`config.mk`:
```
export PLATFORM = sky130hd
export DESIGN_NAME = priority_array_command_table
export DESIGN_NICKNAME = d
export VERILOG_FILES = /design/src/hdl/pact_pkg.sv /design/src/hdl/priority_array_command_table.sv
export SDC_FILE = /design/constraint.sdc
export NUM_CORES = 1
export LEC_CHECK = 0
export BUFFER_PORTS_ARGS = -buffer_cell sky130_fd_sc_hd__buf_2
export CORE_MARGIN = 4
export CORE_UTILIZATION = 32
export DETAILED_ROUTE_END_ITERATION = 7
export GPL_ROUTABILITY_DRIVEN = 0
export HOLD_SLACK_MARGIN = 0.06
export REMOVE_ABC_BUFFERS = 1
export SYNTH_ARGS = -nofsm -noshare
export SYNTH_HDL_FRONTEND = slang
export SYNTH_SLANG_ARGS = --single-unit
export TNS_END_PERCENT = 5
```
`constraint.sdc`:
```
create_clock -name clock -period 13.5 [get_ports clock]
set_input_delay 0.675 -clock clock [delete_from_list [all_inputs] [get_ports clock]]
set_output_delay 0.675 -clock clock [all_outputs]
set_load 0.005 [all_outputs]
```
`src/hdl/pact_pkg.sv`:
```
// Shared constants, codes and types of the priority array command table.
package pact_pkg;

   localparam int OBJECTS    = 4;
   localparam int PRIORITIES = 16;

   localparam int OBJ_AW = (OBJECTS > 1) ? $clog2(OBJECTS) : 1;
   localparam int PRI_AW = (PRIORITIES > 1) ? $clog2(PRIORITIES) : 1;

   localparam logic [7:0] EMPTY_MARK        = 8'd255;
   localparam logic [7:0] MAX_STORABLE      = 8'd254;
   localparam logic [7:0] RESERVED_PRIORITY = 8'd6;
   localparam logic [7:0] PRIORITY_COUNT    = 8'(PRIORITIES);
   localparam logic [8:0] OBJECT_COUNT      = 9'(OBJECTS);

   localparam logic [7:0] RESET_RELINQUISH_DEFAULT = 8'd0;
   localparam logic [7:0] RESET_HIGHEST_LEVEL      = 8'd254;

   typedef enum logic [1:0] {
      CMD_WRITE      = 2'd0,
      CMD_RELINQUISH = 2'd1,
      CMD_SET_OOS    = 2'd2,
      CMD_READ       = 2'd3
   } cmd_type;

   typedef enum logic [2:0] {
      ST_OK             = 3'd0,
      ST_UNKNOWN_OBJECT = 3'd1,
      ST_OUT_OF_RANGE   = 3'd2,
      ST_DENIED         = 3'd3,
      ST_BAD_INDEX      = 3'd4
   } status_type;

   typedef enum logic [7:0] {
      CSR_RELINQUISH_DEFAULT = 8'd0,
      CSR_HIGHEST_LEVEL      = 8'd1
   } csr_index_type;

   typedef enum logic {
      FSM_IDLE = 1'b0,
      FSM_EXEC = 1'b1
   } fsm_type;

   // One memory row per object: out-of-service bit and all slots.
   typedef struct packed {
      logic                         oos;
      logic [PRIORITIES-1:0][7:0]   slot;
   } row_type;

endpackage

```
`src/hdl/priority_array_command_table.sv`:
```
// Top level of the priority array command table: row memory, command logic, CSRs.
//
//  channel   ports                                    handshake
//  --------  ---------------------------------------  ---------------------------
//  request   req_cmd, req_object_number, ...          start & !busy takes an item
//  response  rsp_status, rsp_present_level, ...       rsp_valid, one cycle, no stall
//  csr       csr_index, csr_wdata                     csr_valid & csr_ready
//
// On accept the object's row is read from the single-port row memory; in the
// execute state the row is modified and written back and the result registered,
// which shows on rsp_valid in the following cycle. busy is high for the one cycle
// of the read-modify-write, so a new item may be accepted in the cycle the
// previous result is shown.
// Reset clears the per-row valid bits; a row not yet written reads as all slots
// empty and out-of-service clear, so no clearing pass is needed.
module priority_array_command_table
   import pact_pkg::*;
(
   input  logic        clock,
   input  logic        reset,
   // request
   input  logic        start,
   output logic        busy,
   input  logic [1:0]  req_cmd,
   input  logic [7:0]  req_object_number,
   input  logic [7:0]  req_priority_req,
   input  logic [15:0] req_level_value,
   input  logic        req_oos_value,
   input  logic [7:0]  req_slot_index,
   // response
   output logic        rsp_valid,
   output logic [2:0]  rsp_status,
   output logic [7:0]  rsp_present_level,
   output logic        rsp_out_of_service,
   output logic [7:0]  rsp_slot_level,
   output logic        rsp_slot_empty,
   // configuration
   input  logic        csr_valid,
   output logic        csr_ready,
   input  logic [7:0]  csr_index,
   input  logic [7:0]  csr_wdata
);

   fsm_type state_ff, state_in;
   logic    accept;

   // captured item
   logic [1:0]  cmd_ff;
   logic [7:0]  object_ff;
   logic [7:0]  priority_ff;
   logic [15:0] level_ff;
   logic        oos_ff;
   logic [7:0]  slot_index_ff;

   // CSRs
   logic [7:0] relinquish_default_ff;
   logic [7:0] highest_level_ff;

   // row memory and valid bits
   row_type             row_mem [OBJECTS];
   logic [OBJECTS-1:0]  row_valid_ff;
   row_type             rd_row_ff;
   logic [OBJ_AW-1:0]   obj_idx;

   // execute stage
   row_type                 row_cur;
   row_type                 row_new;
   logic                    known;
   logic                    prio_ok;
   logic                    level_ok;
   logic [PRI_AW-1:0]       prio_sel;
   logic [PRI_AW-1:0]       read_sel;
   logic [PRIORITIES-1:0]   set_mask;
   logic [PRIORITIES-1:0]   first_set;
   logic [7:0]              present;
   logic                    wr_en;
   status_type              status_in;
   logic [7:0]              slot_level_in;
   logic                    slot_empty_in;

   // response registers
   logic        rsp_valid_ff;
   logic [2:0]  rsp_status_ff;
   logic [7:0]  rsp_present_ff;
   logic        rsp_oos_ff;
   logic [7:0]  rsp_slot_level_ff;
   logic        rsp_slot_empty_ff;

   assign busy      = (state_ff == FSM_EXEC);
   assign accept    = start && !busy;
   assign csr_ready = 1'b1;

   // ---------------- control ----------------
   always_ff @(posedge clock) begin
      if (reset) begin
         state_ff <= FSM_IDLE;
      end else begin
         state_ff <= state_in;
      end
   end

   always_comb begin
      state_in = state_ff;
      case (state_ff)
         FSM_IDLE: begin
            if (start) begin
               state_in = FSM_EXEC;
            end
         end
         FSM_EXEC: begin
            state_in = FSM_IDLE;
         end
         default: begin
            state_in = FSM_IDLE;
         end
      endcase
   end

   // ---------------- CSRs ----------------
   always_ff @(posedge clock) begin
      if (reset) begin
         relinquish_default_ff <= RESET_RELINQUISH_DEFAULT;
         highest_level_ff      <= RESET_HIGHEST_LEVEL;
      end else if (csr_valid && csr_ready) begin
         case (csr_index)
            CSR_RELINQUISH_DEFAULT: relinquish_default_ff <= csr_wdata;
            CSR_HIGHEST_LEVEL:      highest_level_ff      <= csr_wdata;
            default: ;
         endcase
      end
   end

   // ---------------- item capture ----------------
   always_ff @(posedge clock) begin
      if (accept) begin
         cmd_ff        <= req_cmd;
         object_ff     <= req_object_number;
         priority_ff   <= req_priority_req;
         level_ff      <= req_level_value;
         oos_ff        <= req_oos_value;
         slot_index_ff <= req_slot_index;
      end
   end

   // ---------------- row memory ----------------
   // Read on accept, write back at the end of the execute cycle; the two never
   // share an edge, so no forwarding is needed.
   always_ff @(posedge clock) begin
      if (accept) begin
         rd_row_ff <= row_mem[req_object_number[OBJ_AW-1:0]];
      end
      if (wr_en) begin
         row_mem[obj_idx] <= row_new;
      end
   end

   always_ff @(posedge clock) begin
      if (reset) begin
         row_valid_ff <= '0;
      end else if (wr_en) begin
         row_valid_ff[obj_idx] <= 1'b1;
      end
   end

   // ---------------- execute ----------------
   assign obj_idx  = object_ff[OBJ_AW-1:0];
   assign known    = ({1'b0, object_ff} < OBJECT_COUNT);
   assign prio_ok  = (priority_ff >= 8'd1) && (priority_ff <= PRIORITY_COUNT);
   assign level_ok = (level_ff <= {8'd0, highest_level_ff}) &&
                     (level_ff <= {8'd0, MAX_STORABLE});
   assign prio_sel = PRI_AW'(priority_ff - 8'd1);
   assign read_sel = PRI_AW'(slot_index_ff - 8'd1);
   assign wr_en    = busy && known;

   always_comb begin
      // a row never written holds all slots empty and out-of-service clear
      if (row_valid_ff[obj_idx]) begin
         row_cur = rd_row_ff;
      end else begin
         row_cur.oos  = 1'b0;
         row_cur.slot = {PRIORITIES{EMPTY_MARK}};
      end

      row_new       = row_cur;
      status_in     = ST_OK;
      slot_level_in = 8'd0;
      slot_empty_in = 1'b0;

      case (cmd_type'(cmd_ff))
         CMD_WRITE: begin
            if (prio_ok && (priority_ff != RESERVED_PRIORITY) && level_ok) begin
               row_new.slot[prio_sel] = level_ff[7:0];
            end else if (priority_ff == RESERVED_PRIORITY) begin
               status_in = ST_DENIED;
            end else begin
               status_in = ST_OUT_OF_RANGE;
            end
         end
         CMD_RELINQUISH: begin
            if (prio_ok) begin
               row_new.slot[prio_sel] = EMPTY_MARK;
            end else begin
               status_in = ST_OUT_OF_RANGE;
            end
         end
         CMD_SET_OOS: begin
            row_new.oos = oos_ff;
         end
         CMD_READ: begin
            if (slot_index_ff == 8'd0) begin
               slot_level_in = PRIORITY_COUNT;
            end else if (slot_index_ff <= PRIORITY_COUNT) begin
               if (row_cur.slot[read_sel] == EMPTY_MARK) begin
                  slot_empty_in = 1'b1;
               end else begin
                  slot_level_in = row_cur.slot[read_sel];
               end
            end else begin
               status_in = ST_BAD_INDEX;
            end
         end
         default: ;
      endcase
   end

   // Present value: lowest set slot (priority 1 first) via isolate-lowest-bit,
   // then an AND-OR select.
   always_comb begin
      for (int p = 0; p < PRIORITIES; p++) begin
         set_mask[p] = (row_new.slot[p] != EMPTY_MARK);
      end
      first_set = set_mask & (~set_mask + PRIORITIES'(1));
      present   = 8'd0;
      for (int p = 0; p < PRIORITIES; p++) begin
         present = present | (row_new.slot[p] & {8{first_set[p]}});
      end
      if (set_mask == '0) begin
         present = relinquish_default_ff;
      end
   end

   // ---------------- response ----------------
   always_ff @(posedge clock) begin
      if (reset) begin
         rsp_valid_ff <= 1'b0;
      end else begin
         rsp_valid_ff <= busy;
      end
   end

   always_ff @(posedge clock) begin
      if (busy) begin
         if (known) begin
            rsp_status_ff     <= status_in;
            rsp_present_ff    <= present;
            rsp_oos_ff        <= row_new.oos;
            rsp_slot_level_ff <= slot_level_in;
            rsp_slot_empty_ff <= slot_empty_in;
         end else begin
            rsp_status_ff     <= ST_UNKNOWN_OBJECT;
            rsp_present_ff    <= 8'd0;
            rsp_oos_ff        <= 1'b0;
            rsp_slot_level_ff <= 8'd0;
            rsp_slot_empty_ff <= 1'b0;
         end
      end
   end

   assign rsp_valid          = rsp_valid_ff;
   assign rsp_status         = rsp_status_ff;
   assign rsp_present_level  = rsp_present_ff;
   assign rsp_out_of_service = rsp_oos_ff;
   assign rsp_slot_level     = rsp_slot_level_ff;
   assign rsp_slot_empty     = rsp_slot_empty_ff;

endmodule

```
; ---- After elaboration in Yosys (flattened, before gate mapping)
; Memory sizes are Yosys's and may differ from the RTL's. A register that Yosys moved wholly into a read port is not among the register bits.
; Cells that the tools add are included.
; Widths: inputs -> output; s select.
[classes]
magnitude_cmp = 11
reduce_logical = 18
bitwise = 39
addsub = 3
n_eq_ne = 23
n_mux = 29
[op_table]
columns = op, n
row1 = $mux 128, 2
row2 = $pmux 128 s2, 1
row3 = $mux 129, 1
row4 = $and 8x8->8, 16
row5 = $bwmux 128, 1
row6 = $ne 8x8->1 const B, 16
row7 = $or 128x128->128, 1
row8 = $or 8x8->8, 15
row9 = $bmux 8 s4, 1
row10 = $demux 8 s4, 1
row11 = $mux 8, 3
row12 = $add 16x1->16 const B, 1
row13 = $and 16x16->16, 1
row14 = $le 16x8->1, 1
row15 = $le 16x8->1 const B, 1
row16 = $le 8x5->1 const B, 2
row17 = $logic_not 16->1, 1
row18 = $logic_not 8->1, 2
row19 = $not 16->16, 1
row20 = $mux 5, 3
row21 = $lt 4x5->1 const B, 2
row22 = $mux 3, 3
row23 = $pmux 3 s3, 1
row24 = $eq 8x1->1 const B, 1
row25 = other kinds (24), 45
[word_totals]
reg_bits = 86
out_inout_bits = 24
mem_count = 1
ram_bits = 516
[memory_table]
columns = memory, words, word_bits, rd, rd_ports_with_merged_regs, write_ports, line
row1 = row_mem, 4, 129, 1, 1, 1, priority_array_command_table.sv:60  ; row_type row_mem [OBJECTS];

; ---- Depth between registers and ports, before layout
[depth]
word_depth = 29
depth_mapped = 18
depth_no_buf = 14

; ---- Worst setup path after synthesis
; OpenSTA, ideal clock, no wires.
[synth_path]
kind = flip-flop to flip-flop
startpoint = register state_ff (netlist: busy)
endpoint = memory row_mem[2][0] (netlist name), enable pin
t_arrival_ps = 10477
path_buffers = 0
slack_ps = 2219
stages_incl_launch_ff = 3
required_ps = 12695
cell_sequence = dfxtp_1 nand2_1 nor3b_1
[synth_via]
elab_chain_cells = 3
[synth_rtl]
columns = element, line
row1 = "start, declared", priority_array_command_table.sv:44  ; fsm_type state_ff, state_in;
row2 = "start signal, assigned", priority_array_command_table.sv:98  ; state_ff <= state_in;
row3 = $logic_and 1x1->1, priority_array_command_table.sv:173  ; assign wr_en = busy && known;
row4 = $mux 1, priority_array_command_table.sv:152  ; if (wr_en) begin
row5 = $mux 1 (not written as such), priority_array_command_table.sv:153  ; row_mem[obj_idx] <= row_new;
row6 = "end, declared", priority_array_command_table.sv:60
; No other way between the ends.

; ---- Worst setup path in the final report
[layout_path]
startpoint = register level_ff[0]
endpoint = register rsp_present_ff[2] (netlist: rsp_present_level[2]), data pin
[layout_via]
elab_chain_cells = 26
[layout_rtl]
columns = element, line
row1 = "start, declared", priority_array_command_table.sv:51  ; logic [15:0] level_ff;
row2 = "start signal, assigned", priority_array_command_table.sv:139  ; level_ff <= req_level_value;
row3 = $le 16x8->1 (on tied branches), "priority_array_command_table.sv:169, priority_array_command_table.sv:170"
row4 = $logic_and 1x1->1, priority_array_command_table.sv:169  ; assign level_ok = (level_ff <= {8'd0, highest_level_ff}) &&
row5 = $logic_and 1x1->1, priority_array_command_table.sv:191  ; if (prio_ok && (priority_ff != RESERVED_PRIORITY) && level_ok) begin
row6 = $mux 128 *, priority_array_command_table.sv:191
row7 = $pmux 128 s2 *, priority_array_command_table.sv:189  ; case (cmd_type'(cmd_ff))
row8 = $ne 8x8->1, priority_array_command_table.sv:230  ; set_mask[p] = (row_new.slot[p] != EMPTY_MARK);
row9 = $not 16->16, priority_array_command_table.sv:232  ; first_set = set_mask & (~set_mask + PRIORITIES'(1));
row10 = $add 16x1->16, priority_array_command_table.sv:232
row11 = $and 16x16->16, priority_array_command_table.sv:232
row12 = $and 8x8->8, priority_array_command_table.sv:235  ; present = present | (row_new.slot[p] & {8{first_set[p]}});
row13 = $or 8x8->8 (15 in series), priority_array_command_table.sv:235
row14 = $mux 8 *, priority_array_command_table.sv:237  ; if (set_mask == '0) begin
row15 = "end signal, assigned", priority_array_command_table.sv:255  ; rsp_present_ff <= present;
row16 = "end, declared", priority_array_command_table.sv:84  ; logic [7:0] rsp_present_ff;
; Every way passes the cells marked *; elsewhere a longest branch is shown, timed or not.
; A chain may end at the register's enable or synchronous reset.

==> results.yml <==
outcome:
  status: "finished clean"
detailed_routing:
  wirelength_um: 86610
  dr.pass1.iters: 8
  via_per_inst: 5.716
  final_antenna_net_count: 0
  wl_per_cell_um: 25.63
  drtIter0Drc: 2752
  drcViolationCount: 0
  vias: 19320
critical_path:
  required_ns: 13.88
  crit_path_cell_trace: "buf_4 -> inv_1 -> ha_1 -> nand4_1 -> nor2_1 -> nor2b_1 -> nor3_2 -> nand4_1 -> o21ai_0 -> o22ai_1 -> a22oi_1 -> nand4_1 -> o211a_1"
  slowest_stage: "nor3_2"
  crit_family: "simple AND/OR/NAND/NOR gates"
  path_buf_inv: 2
  endpoint_kind: "register"
  worst_path_most_repeated_cell: "nand4_1"
  slowest_delay_ns: 0.92
  cp-start-kind: "register"
  crit_type: "reg -> reg"
  cp_max_fo: 18
  critPathArrivalTime_ns: 5.73
clock_network:
  clkLatencyLatePin_ns: 0.62
  ctsRootBufferMaster: "clkbuf_16"
  cts_hold_buf: 0
  cts_made_buffers: 74
  clk_path_buf_depth: 3
  post_cts_resized: 0
  path_clk_slew_ns: 0.06
  cts_setup_buffers: 0
  cts_tree: "yes"
  htreeDepth: 3
  clock_sinks: 731
sta:
  finalCritPeriodShare: 0.3966
  fin_crit_ns: 5.354
  slew_viol_final: 0
  final_hold_viol_count: 0
  max_freq_mhz: 186.8
  max-slew-margin-rel: 0.1669
  finalSetupViolCount: 0
  fin_tns_setup_ns: 0
  clock_skew_ns: 0.03263
  worstMarginPinSlew_ns: 1.240
  worst_slack_ns: 8.146
  grt_setup_unrepaired: "no"
synth:
  ys_types: 84
  synth.avg_cell_area_um2: 16.08
  yosys_warnings: 0
  synth_cells: 1957
  synth-main-ff-cell: "edfxtp_1"
  synth_edf_count: 709
  yosysSeqAreaShare: 0.6906
  synth-seq-cells: 731
  async_flop_share: 0
  syn-cell-area_mm2: 0.03147
layout:
  layoutNonFillerInstCount: 3379
  post-route-cell-area_mm2: 0.03567
  final_nets: 2115
  final-seq-area_mm2: 0.02173
  multi_input_area_mm2: 0.009160
  top_regs: "row_mem x516, rd_row_ff x129, level_ff x16"
  mostFrequentLayoutCells: "edfxtp_1, nor2_1, mux4_2, a21oi_1, buf_2"
  largest_register_ffs: 516
  fillers: 8902
  largest-register: "row_mem"
  final_layout_size_suffix_gt1_frac: 0.2090
  final_util: 0.3673
  areaGrowthSynthToFinish_pct: 13.37
  final_common_cell: "edfxtp_1"
flow_run:
  cap_violations: 0
global_routing:
  grt_pass1_vias: 18710
  antenna_found_initial: 5
  grt_usage: 0.1648
  grt-ovfl-total: 0
  grt_max_degree: 71
  grt_pass1_wl_um: 127500
pwr:
  ir_worst_vdd_uv: 79.03
  powerDensity_mw_per_mm2: 132.7
  p_leak_uw: 0.01217
floorplanning:
  initial_core_util: 0.3240
  io_pins: 87
  rows: 114
  die_x_um: 321.6
  die_y_um: 321.6
  die-area_mm2: 0.1034
  coreArea_mm2: 0.09714
placed_design:
  dp_cells: 3242
  dp_hpwl_um: 57670
  placed_area_mm2: 0.03333
  preCtsSetupSlack_ns: 8.349
  portBuffers: 85
min_path:
  hold_class: "in -> reg"
[worst reg2reg max path, cell delays in order, from the launching register on]
cell and delay (ns):
edfxtp_1 0.32, buf_4 0.29, inv_1 0.21, ha_1 0.32, nand4_1 0.12, nor2_1 0.22, nor2b_1 0.23, nor3_2 0.92
nand4_1 0.76, o21ai_0 0.83, o22ai_1 0.22, a22oi_1 0.34, nand4_1 0.17, o211a_1 0.16
[kinds of logic (layout without fill, tap and decap cells)]
logic type / after synthesis / after routing / share of synthesized area
other: 1 / 4 / 0.0001192
muxes: 193 / 193 / 0.1292
AOI/OAI and AO/OA: 310 / 310 / 0.06752
xor gates and xnor gates: 2 / 2 / 0.0005568
and+or+nand+nor: 558 / 558 / 0.08823
adders and majority gates: 11 / 11 / 0.004294
DFF: 731 / 731 / 0.6906
buffers and inverters: 151 / 294 / 0.01948
[worst paths after layout]
check,startpoint,end,slack [ns],cells after the start
max,level_ff[0],rsp_present_level[2],8.15,13
min,req_cmd[1],cmd_ff[1],0.23,1
max reg2reg,level_ff[0],rsp_present_level[2],8.15,13
min reg2reg,highest_level_ff[1],highest_level_ff[1],0.47,1
[power breakdown]
part	switching, uW	total, uW	internal (uW)
clock network	832	1990	1160
logic	113	191	78.9
registers	48.4	2550	2500
[Yosys cell counts, types with 13 or more instances]
cell type,number,share of area
inv_1,44,0.0052
mux4_2,170,0.12
a211oi_1,25,0.0060
nor2_1,259,0.031
clkbuf_1,64,0.0076
o21ai_0,53,0.0084
nand3_1,18,0.0029
buf_2,16,0.0025
nor2b_1,13,0.0026
a21oi_1,94,0.015
nand2_1,68,0.0081
nor4_1,13,0.0026
mux2i_1,20,0.0064
and3_1,13,0.0026
buf_1,22,0.0026
nor3_1,39,0.0062
dfxtp_1,22,0.014
nand4_1,47,0.0093
or2_2,17,0.0034
a211o_1,14,0.0039
edfxtp_1,709,0.68
[through the flow]
| stage | power (uW) | hold slack [ns] |
|---|---|---|
| after floorplan | 2680 | 0.4354 |
| after global placement | 2784 | 0.4472 |
| after detailed placement | 2785 | 0.4531 |
| after CTS | 4769 | 0.2037 |
| after global routing | 4882 | 0.2030 |
| final | 4733 | 0.2275 |
[area by class of cell]
cell class / count / share of cell area
inverter: 44 / 0.004630
timing repair buffer: 116 / 0.01890
multi-input combinational: 1075 / 0.2568
clock inverter: 28 / 0.007891
sequential: 731 / 0.6092
clock buffer: 106 / 0.05766
tap: 1276 / 0.04475
antenna: 3 / 0.0002104
[routing by layer]
metal	track usage	up-vias	routed length (um)
met5	0	-	11
met2	0.2496	1175	38900
li1	-	8026	-
met1	0.2333	9838	35610
met4	0.05637	2	3250
met3	0.03990	274	8837
Power figures use the tool's default switching activity.
